[src/design/epp_pkg.sv]
// Shared types and constants for the ellipse phantom pixel generator.
// No dependencies.
package epp_pkg;

	localparam int CoordW = 11;
	localparam int ValW   = 20;
	localparam int NumEll = 10;
	localparam int AccW   = 26;

	typedef enum logic [1:0] {
		K_ONE   = 2'd0,
		K_DARK  = 2'd1,
		K_GREY  = 2'd2,
		K_LIGHT = 2'd3
	} kind_t;

	// per-ellipse shape in thousandths of size
	typedef struct packed {
		logic        neg_x;
		logic [9:0]  off_x;
		logic        neg_y;
		logic [9:0]  off_y;
		logic [9:0]  ax;
		logic [9:0]  by;
		kind_t       kind;
	} shape_t;

	// geometry of one ellipse in pixels
	typedef struct packed {
		logic [11:0] cx;
		logic [11:0] cy;
		logic [10:0] a;
		logic [10:0] b;
		logic [AccW-1:0] inten;
	} geom_t;

	// request traveling down the chain of cells
	typedef struct packed {
		logic             vld;
		logic [CoordW-1:0] px;
		logic [CoordW-1:0] py;
		logic              oob;
		logic [ValW-1:0]   base;
		logic signed [AccW-1:0] acc;
	} req_t;

	localparam int CfgAddrW = 5;
	localparam logic [CfgAddrW-1:0] A_CX = 5'd0;
	localparam logic [CfgAddrW-1:0] A_CY = 5'd4;
	localparam logic [CfgAddrW-1:0] A_SZ = 5'd8;
	localparam logic [CfgAddrW-1:0] A_HC = 5'd12;
	localparam logic [CfgAddrW-1:0] A_OW = 5'd16;

	function automatic shape_t shape_of(input int i);
		shape_t s;
		s = '0;
		unique case (i)
			0: s = '{1'b0, 10'd0,   1'b0, 10'd0,   10'd375, 10'd500, K_ONE};
			1: s = '{1'b0, 10'd0,   1'b0, 10'd10,  10'd360, 10'd475, K_DARK};
			2: s = '{1'b0, 10'd112, 1'b0, 10'd0,   10'd60,  10'd168, K_GREY};
			3: s = '{1'b1, 10'd112, 1'b0, 10'd0,   10'd87,  10'd223, K_GREY};
			4: s = '{1'b0, 10'd0,   1'b1, 10'd190, 10'd114, 10'd136, K_LIGHT};
			5: s = '{1'b0, 10'd0,   1'b0, 10'd54,  10'd25,  10'd25,  K_LIGHT};
			6: s = '{1'b0, 10'd0,   1'b1, 10'd54,  10'd25,  10'd25,  K_LIGHT};
			7: s = '{1'b1, 10'd43,  1'b0, 10'd329, 10'd25,  10'd13,  K_LIGHT};
			8: s = '{1'b0, 10'd0,   1'b0, 10'd329, 10'd13,  10'd13,  K_LIGHT};
			default: s = '{1'b0, 10'd33, 1'b0, 10'd329, 10'd13, 10'd25, K_LIGHT};
		endcase
		return s;
	endfunction

	// intensity in signed Q9.16
	function automatic logic [AccW-1:0] inten_of(input kind_t k, input logic hc);
		logic signed [AccW-1:0] v;
		v = '0;
		unique case (k)
			K_ONE:   v = AccW'(65536);
			K_DARK:  v = hc ? -AccW'(52429) : -AccW'(32113);
			K_GREY:  v = hc ? -AccW'(13107) : -AccW'(655);
			default: v = hc ? AccW'(6554) : AccW'(328);
		endcase
		return v;
	endfunction

endpackage

[src/design/epp_geom.sv]
// Per-ellipse geometry from the configuration: scaled centers and semi-axes.
// Uses epp_pkg. Registered; recomputed after each configuration write.
module epp_geom #(
	parameter int IDX = 0
) (
	input  logic                       clk,
	input  logic [epp_pkg::CoordW-1:0] center_x,
	input  logic [epp_pkg::CoordW-1:0] center_y,
	input  logic [epp_pkg::CoordW-1:0] phantom_size,
	input  logic                       contrast_sel,
	output epp_pkg::geom_t             geom
);
	localparam epp_pkg::shape_t S = epp_pkg::shape_of(IDX);
	// floor(v/1000) for v < 2^21 via reciprocal 2^30/1000 rounded up
	localparam logic [20:0] Recip = 21'd1073742;

	logic [20:0] px_s1, py_s1, pa_s1, pb_s1;
	logic [10:0] sx, sy;
	logic [12:0] cxw, cyw;
	logic [41:0] mx, my, ma, mb;

	// scale products, then divide by 1000 next cycle
	always_ff @(posedge clk) begin
		px_s1 <= phantom_size * S.off_x;
		py_s1 <= phantom_size * S.off_y;
		pa_s1 <= phantom_size * S.ax;
		pb_s1 <= phantom_size * S.by;
	end

	always_comb begin
		mx = px_s1 * Recip;
		my = py_s1 * Recip;
		ma = pa_s1 * Recip;
		mb = pb_s1 * Recip;
		sx = mx[40:30];
		sy = my[40:30];
		cxw = S.neg_x ? ({2'b0, center_x} - {2'b0, sx}) : ({2'b0, center_x} + {2'b0, sx});
		cyw = S.neg_y ? ({2'b0, center_y} - {2'b0, sy}) : ({2'b0, center_y} + {2'b0, sy});
	end

	// clamp negative centers to zero
	always_ff @(posedge clk) begin
		geom.cx    <= cxw[12] ? 12'd0 : cxw[11:0];
		geom.cy    <= cyw[12] ? 12'd0 : cyw[11:0];
		geom.a     <= ma[40:30];
		geom.b     <= mb[40:30];
		geom.inten <= epp_pkg::inten_of(S.kind, contrast_sel);
	end
endmodule

[config.mk]
export PLATFORM = sky130hd
export DESIGN_NAME = epp_geom
export DESIGN_NICKNAME = d
export VERILOG_FILES = /design/src/design/epp_pkg.sv /design/src/design/epp_geom.sv
export SDC_FILE = /design/constraint.sdc
export NUM_CORES = 1
export LEC_CHECK = 0
export BUFFER_PORTS_ARGS = -buffer_cell sky130_fd_sc_hd__buf_2
export CORE_MARGIN = 2
export CORE_UTILIZATION = 35
export DETAILED_ROUTE_END_ITERATION = 12
export PLACE_DENSITY = 0.52
export SLEW_MARGIN = 15
export SYNTH_ARGS = -nofsm -noshare
export SYNTH_HDL_FRONTEND = slang
export SYNTH_SLANG_ARGS = --single-unit
[constraint.sdc]
create_clock -name clk -period 13.9 [get_ports clk]
set_input_delay 2.78 -clock clk [delete_from_list [all_inputs] [get_ports clk]]
set_output_delay 2.78 -clock clk [all_outputs]
set_load 0.02 [all_outputs]
==> results of run 1 <==
==> per-stage QoR <==
stage,hold WS [ps],worst slack [ps],std cells,util
2_1_floorplan,513,7320,1588,-
3_3_place_gp,688,6830,2223,0.380
3_5_place_dp,669,6790,2223,0.380
4_1_cts,693,7170,2239,0.387
5_1_grt,705,6920,2239,0.387
6_report,696,7160,2240,0.387
==> sequential cells by signal, indices dropped and copies added, names as in the netlist <==
register  count
geom         44
pa_s1        19
pb_s1        18
==> worst paths after layout <==
kind / to / from / cells past startpoint
worst max-delay path: pa_s1[18]$_DFF_P_ / phantom_size[4] / 18
worst min-delay path: geom[46]$_DFF_P_ / pa_s1[19]$_DFF_P_ / 1
worst max register to register: geom[34]$_DFF_P_ / pb_s1[19]$_DFF_P_ / 19
worst min register to register: geom[46]$_DFF_P_ / pa_s1[19]$_DFF_P_ / 1
==> cells by family after synthesis <==
| kind of cell | count (synthesis) | synth area share |
|---|---|---|
| xor+xnor | 46 | 0.0261 |
| fa+ha+maj | 633 | 0.625 |
| other cells | 2 | 0.000487 |
| buf+inv | 506 | 0.130 |
| simple gates | 130 | 0.0426 |
| compound gates | 164 | 0.0705 |
| flops | 81 | 0.105 |
==> area by class of cell <==
cell class,instances,area share
Inverter,478,0.107
Sequential cell,81,0.0967
Clock inverter,6,0.00582
Tap cell,585,0.0437
Clock buffer,10,0.0143
Timing Repair Buffer,78,0.0234
Antenna cell,1,0.000149
Multi-Input combinational cell,1001,0.709
==> Yosys cell counts (8+ instances only) <==
library cell and n:
nor2_1 23, nand3_1 20, buf_4 28, nand2_1 33
and3_1 8, inv_1 478, o21ai_0 30, a211oi_1 14
a21o_1 22, nor3_1 8, dfxtp_1 81, ha_1 405
fa_1 228, xor2_1 15, xnor2_1 31, a21oi_1 53
==> critical path, stage by stage <==
cell and delay [ps]:
buf_2 190, fa_1 610, inv_1 70, fa_1 510
inv_1 40, ha_1 270, inv_1 50, fa_1 520
inv_1 40, ha_1 340, a21o_1 200, a21oi_1 260
o21a_1 160, o21ai_0 170, a211oi_1 360, o31ai_1 130
a21oi_1 180, xnor2_1 130
==> per-layer routing <==
layer | part of all wire | global-route usage
met1 | 0.49 | 0.205
met2 | 0.46 | 0.241
met3 | 0.030 | 0.0205
met4 | 0.011 | 0.0318
met5 | 0.00042 | 0
==> flow_metrics.env, run 1 <==
export IMPL_outcome="finished clean"
export IMPL_crit_type="in -> reg"
export IMPL_yosys_area_top_type_share=0.329
export IMPL_wire_per_inst_um=14.0
export IMPL_worstPathArrival_ps=7020
export IMPL_dieArea_mm2=0.0457
export IMPL_area_delta_synth_final_pct=8.77
export IMPL_grt_total_usage=0.147
export IMPL_yosysTopAreaCell="ha_1"
export IMPL_synth_flop_cell="dfxtp_1"
export IMPL_syn_avg_cell_area_um2=9.87
export IMPL_ctsLongestPathBuffers=2
export IMPL_fin_tns_setup_ps=0
export IMPL_finalCritPeriodShare=0.485
export IMPL_drt_total_wl_mm=31.3
export IMPL_synthTopCellsByArea="ha_1 (33%), fa_1 (30%), inv_1 (12%), dfxtp_1 (11%), xnor2_1 (1.8%)"
export IMPL_grt_pass1_vias=10692
export IMPL_place_congestion=0.855
export IMPL_hold_viol=0
export IMPL_cts_resized=0
export IMPL_die_h_um=214
export IMPL_hold_path_class="reg -> reg"
export IMPL_drc=0
export IMPL_hold_buffers=0
export IMPL_nets=2317
export IMPL_die_x_um=214
export IMPL_critical_path_required_ps=14180
export IMPL_drt_iter0_drc=221
export IMPL_fin_area_mm2=0.0168
export IMPL_cap_violations=0
export IMPL_fin_crit_ps=6740
export IMPL_multi_input_area_mm2=0.0119
export IMPL_grt_pass1_wl_mm=52.4
export IMPL_finClkSkew_ps=15.0
export IMPL_drive_gt1_frac=0.0689
export IMPL_layout_common_cells="inv_1 (478), ha_1 (405), fa_1 (228)"
export IMPL_clock_fmax_mhz=148
export IMPL_synth_edf_count=0
export IMPL_r2r_slack_ps=7890
export IMPL_critPathCaptureType="flop"
export IMPL_cts_max_level=3
export IMPL_async_flop_share=0
export IMPL_ys_seq_area_frac=0.105
export IMPL_synth_warnings=0
export IMPL_ys_seq_elements=81
export IMPL_final_seq_area_mm2=0.00162
export IMPL_finalSetupViolCount=0
export IMPL_drt_first_pass_iters=4
export IMPL_via_per_inst=4.50
export IMPL_start_util=0.356
export IMPL_netlist_instances=1562
export IMPL_dp_hpwl_mm=28.3
export IMPL_grt_max_degree=16
export IMPL_cts_tree="built"
export IMPL_worst_slew_pin_slew_ps=626
export IMPL_ant_nets=0
export IMPL_place_area_mm2=0.0164
export IMPL_port_buffers=77
export IMPL_cts_buffers=9
export IMPL_n_fill_cell=4360
export IMPL_pin_count=107
export IMPL_post_cts_buffers=0
export IMPL_rsz0062_at_grt="false"
export IMPL_clock_sinks=81
export IMPL_final_common_cell="inv_1"
export IMPL_overflow=0
export IMPL_cts_root_buf="clkbuf_16"
export IMPL_start_kind="primary input"
export IMPL_crit_path_max_fanout=8
export IMPL_max_slew_margin=0.578
export IMPL_dr_total_vias=10088
export IMPL_core_area_mm2=0.0433
export IMPL_clkTransAtPathRegs_ps=60
export IMPL_antenna_found_initial=3
export IMPL_rows=76
export IMPL_synth_cell_types=56
export IMPL_slew_violations=0
export IMPL_syn_area_mm2=0.0154
export IMPL_clk_latency_ps=360
Power of run 1 is not shown: default switching activity piles up to over one toggle a cycle in this logic, so the estimate is an artifact.
==> inputs of run 2 (changes only) <==
- ABC_AREA: unset -> 1
- PLACE_DENSITY: 0.52 -> 0.54
- clock period: 13.9 -> 5.97 ns (I/O delays scaled with it)
==> run 2 against run 1 <==
Cell area up 11%. Flip-flop and latch count unchanged. Die area up 11%. First-iteration DRC count up 150%. Core utilization down 0.48 points. Worst hold slack worse by 51 ps. Critical path depth up 2. Synthesized area up 12%. Via count up 27%. Clock skew up 11 ps. Register-to-register slack worse by 7000 ps. Critical path type is now reg -> reg.
==> flow_metrics.env, run 2 <==
export IMPL_slew_violations=0
export IMPL_final_common_cell="inv_1"
export IMPL_worstPathArrival_ps=5400
export IMPL_cts_resized=0
export IMPL_finalCritPeriodShare=0.858
export IMPL_port_buffers=77
export IMPL_dr_total_vias=12809
export IMPL_dp_hpwl_mm=36.1
export IMPL_wire_per_inst_um=13.9
export IMPL_yosys_area_top_type_share=0.295
export IMPL_synth_cell_types=30
export IMPL_post_cts_buffers=0
export IMPL_yosysMostFrequentCell="inv_1"
export IMPL_grt_pass1_vias=13169
export IMPL_fin_area_mm2=0.0187
export IMPL_drt_first_pass_iters=5
export IMPL_slowest_delay_ps=580
export IMPL_drt_iter0_drc=546
export IMPL_cts_buffers=9
export IMPL_n_antenna_cell=0
export IMPL_core_area_mm2=0.0487
export IMPL_fin_crit_ps=5120
export IMPL_yosysTopAreaCell="ha_1"
export IMPL_overflow=0
export IMPL_layout_common_cells="inv_1 (601), ha_1 (405), nand2_1 (380)"
export IMPL_pin_count=107
export IMPL_biggestRegsByFlops="geom: 44 flops, pa_s1: 19 flops, pb_s1: 18 flops"
export IMPL_synthTopCellsByArea="ha_1 (29%), fa_1 (27%), inv_1 (13%), dfxtp_1 (9.4%), nand2_1 (8.3%)"
export IMPL_die_x_um=226
export IMPL_r2r_cells=20
export IMPL_synth_flop_cell="dfxtp_1"
export IMPL_grt_max_degree=17
export IMPL_synth_warnings=0
export IMPL_hold_buffers=0
export IMPL_ctsLongestPathBuffers=2
export IMPL_slowest_stage="fa_1"
export IMPL_cts_tree="built"
export IMPL_crit_type="reg -> reg"
export IMPL_instances_no_fill=2881
export IMPL_start_util=0.353
export IMPL_clk_latency_ps=400
export IMPL_place_inst=2865
export IMPL_critical_path_required_ps=6250
export IMPL_n_fill_cell=5081
export IMPL_netlist_instances=2125
export IMPL_drc=0
export IMPL_r2r_slack_ps=850
export IMPL_clkTransAtPathRegs_ps=70
export IMPL_top_register="geom"
export IMPL_nets=2880
export IMPL_syn_avg_cell_area_um2=8.10
export IMPL_drive_gt1_frac=0.0469
export IMPL_syn_area_mm2=0.0172
export IMPL_clock_sinks=81
export IMPL_finalSetupViolCount=0
export IMPL_critPathCaptureType="flop"
export IMPL_ant_nets=0
export IMPL_hold_viol=0
export IMPL_whs_endpoint="geom[36]$_DFF_P_"
export IMPL_hold_depth=2
export IMPL_rsz0062_at_grt="false"
export IMPL_rows=81
export IMPL_area_delta_synth_final_pct=8.41
export IMPL_path_cells="fa_1 -> inv_1 -> fa_1 -> inv_1 -> fa_1 -> fa_1 -> fa_1 -> inv_1 -> fa_1 -> inv_1 -> ha_1 -> nand2_1 -> nor2_1 -> inv_1 -> nor3_1 -> nand2_1 -> nand2_1 -> nand2_1 -> nand3_1 -> nand2_1"
export IMPL_grt_total_usage=0.165
export IMPL_outcome="finished clean"
export IMPL_place_area_mm2=0.0183
export IMPL_largest_register_ffs=44
export IMPL_via_per_inst=4.45
export IMPL_hold_path_class="reg -> reg"
export IMPL_cts_root_buf="clkbuf_16"
export IMPL_dieArea_mm2=0.0510
export IMPL_synth_common_cells="inv_1 (601), ha_1 (405), nand2_1 (380)"
export IMPL_ys_seq_elements=81
export IMPL_drt_total_wl_mm=40.1
export IMPL_r2r_start="pb_s1[17]$_DFF_P_"
export IMPL_grt_pass1_wl_mm=65.7
export IMPL_hp_start="pb_s1[19]$_DFF_P_"
export IMPL_fin_tns_setup_ps=0
export IMPL_path_common_cell="fa_1"
export IMPL_r2r_end="geom[34]$_DFF_P_"
export IMPL_crit_path_max_fanout=7
export IMPL_synth_edf_count=0
export IMPL_cap_violations=0
export IMPL_finClkSkew_ps=25.9
export IMPL_ys_seq_area_frac=0.0942
export IMPL_cts_max_level=3
export IMPL_die_h_um=226
export IMPL_cp_startpoint="pb_s1[17]$_DFF_P_"
export IMPL_start_kind="flop"
export IMPL_antenna_found_initial=1
export IMPL_place_congestion=0.919
export IMPL_clock_fmax_mhz=195
export IMPL_async_flop_share=0
run 2: cell types whose count changed in the layout (fill, tap and decap cells not counted), moves of 6 or more:
cell,previous run,this run
nor2_1,23,121
nand3_1,20,55
a21oi_1,53,92
xnor2_1,31,7
nand2b_1,6,0
nand2_1,33,380
nand4_1,4,13
a211oi_1,14,1
o21ai_0,30,37
a21o_1,22,1
inv_1,478,601
and3_1,8,1
run 2: through the flow:
stage / hold WS [ps] / utilization / setup slack [ps]
global placement: 621 / 0.376 / 859
floorplan: 516 / - / 1270
finish: 644 / 0.383 / 845
CTS: 648 / 0.383 / 797
detailed placement: 631 / 0.376 / 819
global route: 680 / 0.383 / 532
run 2: logic make-up after synthesis:
| logic type | share of synthesized area |
|---|---|
| AND/OR/NAND/NOR | 0.142 |
| adder cells (fa/ha/maj) | 0.560 |
| AO/OA/AOI/OAI | 0.0473 |
| XOR/XNOR | 0.0132 |
| buffers and inverters | 0.143 |
| other | 0.000436 |
| flip-flops | 0.0942 |
run 2: cell type report:
cell class / instances / area, um^2 / area share
Multi-Input combinational cell: 1441 / 13200 / 0.709
Clock inverter: 7 / 110 / 0.00590
Clock buffer: 9 / 225 / 0.0121
Timing Repair Buffer: 78 / 393 / 0.0211
Inverter: 601 / 2260 / 0.121
Sequential cell: 81 / 1620 / 0.0869
Tap cell: 664 / 831 / 0.0445
run 2: critical path: cells and delay by family (launching register included):
kind | cells | cell delay [ps]
fa+ha+maj | 7 | 3470
buf+inv | 5 | 300
simple gates | 8 | 800
flops | 1 | 440
run 2: per-layer routing:
layer | global-route usage | wire length (um)
met2 | 0.273 | 18400
met4 | 0.0423 | 647
met1 | 0.227 | 19900
met5 | 0 | 13
met3 | 0.0241 | 1130
run 2: worst max path at each step:
stage                             endpoint  cells after the start
after floorplan           geom[37]$_DFF_P_                     22
final                     geom[34]$_DFF_P_                     20
after global routing      geom[34]$_DFF_P_                     20
after global placement    geom[34]$_DFF_P_                     19
after CTS                 geom[34]$_DFF_P_                     20
after detailed placement  geom[34]$_DFF_P_                     20
Power of run 2 is left out for the same reason.
==> inputs of run 3 (changes only) <==
- RECOVER_POWER: unset -> 50
==> run 3 against run 2 <==
Fmax decreased by 0.17%. Cell area fell by 0.26%. Worst setup slack lost 8.5 ps. Sequential share of layout area about the same. Flip-flop and latch count stayed put. Register-to-register slack is essentially flat. Routed wire length is essentially flat. Critical endpoint unchanged.
==> flow_metrics.env, run 3 (synthesis results as in run 2) <==
export IMPL_outcome="finished clean"
export IMPL_grt_pass1_vias=13169
export IMPL_final_common_cell="inv_1"
export IMPL_biggestRegsByFlops="geom: 44 flops, pa_s1: 19 flops, pb_s1: 18 flops"
export IMPL_hp_start="pb_s1[19]$_DFF_P_"
export IMPL_clock_fmax_mhz=195
export IMPL_critPathBufInv=5
export IMPL_worstPathArrival_ps=5410
export IMPL_n_antenna_cell=0
export IMPL_nets=2880
export IMPL_clk_latency_ps=400
export IMPL_cts_root_buf="clkbuf_16"
export IMPL_finClkSkew_ps=26.4
export IMPL_cts_resized=0
export IMPL_hold_viol=0
export IMPL_drive_gt1_frac=0.0298
export IMPL_cts_buffers=9
export IMPL_finalSetupViolCount=0
export IMPL_core_area_mm2=0.0487
export IMPL_via_per_inst=4.45
export IMPL_grt_total_usage=0.165
export IMPL_fin_crit_ps=5130
export IMPL_cp_startpoint="pb_s1[17]$_DFF_P_"
export IMPL_pin_count=107
export IMPL_path_cells="fa_1 -> inv_1 -> fa_1 -> inv_1 -> fa_1 -> fa_1 -> fa_1 -> inv_1 -> fa_1 -> inv_1 -> ha_1 -> nand2_1 -> nor2_1 -> inv_1 -> nor3_1 -> nand2_1 -> nand2_1 -> nand2_1 -> nand3_1 -> nand2_1"
export IMPL_clkTransAtPathRegs_ps=70
export IMPL_cts_max_level=3
export IMPL_ant_nets=0
export IMPL_wire_per_inst_um=13.9
export IMPL_area_delta_synth_final_pct=8.13
export IMPL_slowest_stage="fa_1"
export IMPL_rows=81
export IMPL_antenna_found_initial=1
export IMPL_layout_common_cells="inv_1 (601), ha_1 (405), nand2_1 (380)"
export IMPL_ctsLongestPathBuffers=2
export IMPL_crit_family="adder cells"
export IMPL_crit_type="reg -> reg"
export IMPL_critical_path_required_ps=6250
export IMPL_overflow=0
export IMPL_place_congestion=0.919
export IMPL_port_buffers=77
export IMPL_post_cts_buffers=0
export IMPL_slowest_delay_ps=580
export IMPL_drt_total_wl_mm=40.1
export IMPL_drc=0
export IMPL_rsz0062_at_grt="false"
export IMPL_hold_path_class="reg -> reg"
export IMPL_start_kind="flop"
export IMPL_die_x_um=226
export IMPL_dr_total_vias=12820
export IMPL_r2r_slack_ps=840
export IMPL_drt_iter0_drc=572
export IMPL_largest_register_ffs=44
export IMPL_cap_violations=0
export IMPL_drt_first_pass_iters=5
export IMPL_worst_slew_pin_slew_ps=512
export IMPL_top_register="geom"
export IMPL_slew_violations=0
export IMPL_crit_path_max_fanout=7
export IMPL_grt_max_degree=17
export IMPL_die_h_um=226
export IMPL_critPathCaptureType="flop"
export IMPL_r2r_start="pb_s1[17]$_DFF_P_"
export IMPL_hold_buffers=0
export IMPL_dp_hpwl_mm=36.1
export IMPL_clock_sinks=81
export IMPL_dieArea_mm2=0.0510
export IMPL_grt_pass1_wl_mm=65.7
export IMPL_fin_tns_setup_ps=0
export IMPL_max_slew_margin=0.659
export IMPL_cts_tree="built"
export IMPL_finalCritPeriodShare=0.860
export IMPL_path_common_cell="fa_1"
export IMPL_start_util=0.353
==> run 3: cell types whose count changed in the layout (fill, tap and decap cells not counted), sizes merged <==
cell	before	now
clkbuf	9	47
buf	78	40
==> run 3: worst min-delay path, cell delays in order (launching register included) <==
cell and delay, ps:
dfxtp_1 430, inv_1 120, a21oi_1 40
==> run 3: layout make-up <==
type / count / area [um^2]
multi-input cells: 1441 / 13200
well taps: 664 / 831
inverters: 601 / 2260
flip-flops and latches: 81 / 1620
fillers: 5098 / 30100
repair buffers: 78 / 345
clock inverters: 7 / 110
clock buffers: 9 / 225
==> run 3: layer usage <==
layer | vias up | global-route usage | routed length, um
met3 | 32 | 0.0241 | 1120
met4 | 2 | 0.0423 | 647
met1 | 6050 | 0.227 | 19900
met2 | 136 | 0.273 | 18400
met5 | - | 0 | 13
li1 | 6600 | - | -
==> run 3: path summary, 6_finish.rpt <==
| check | to | cells after the start |
|---|---|---|
| max | geom[34]$_DFF_P_ | 20 |
| min | geom[36]$_DFF_P_ | 2 |
| min reg2reg | geom[36]$_DFF_P_ | 2 |
| max reg2reg | geom[34]$_DFF_P_ | 20 |
==> run 3: through the flow <==
| stage | cells | worst slack, ps | utilization | hold WS (ps) | instance area [um^2] |
|---|---|---|---|---|---|
| floorplan | 2151 | 1270 | - | 516 | 17300 |
| global placement | 2865 | 859 | 0.376 | 621 | 18300 |
| detailed placement | 2865 | 819 | 0.376 | 631 | 18300 |
| CTS | 2881 | 797 | 0.383 | 648 | 18700 |
| global route | 2881 | 532 | 0.382 | 680 | 18600 |
| finish | 2881 | 837 | 0.382 | 644 | 18600 |
Power of run 3 is left out for the same reason.
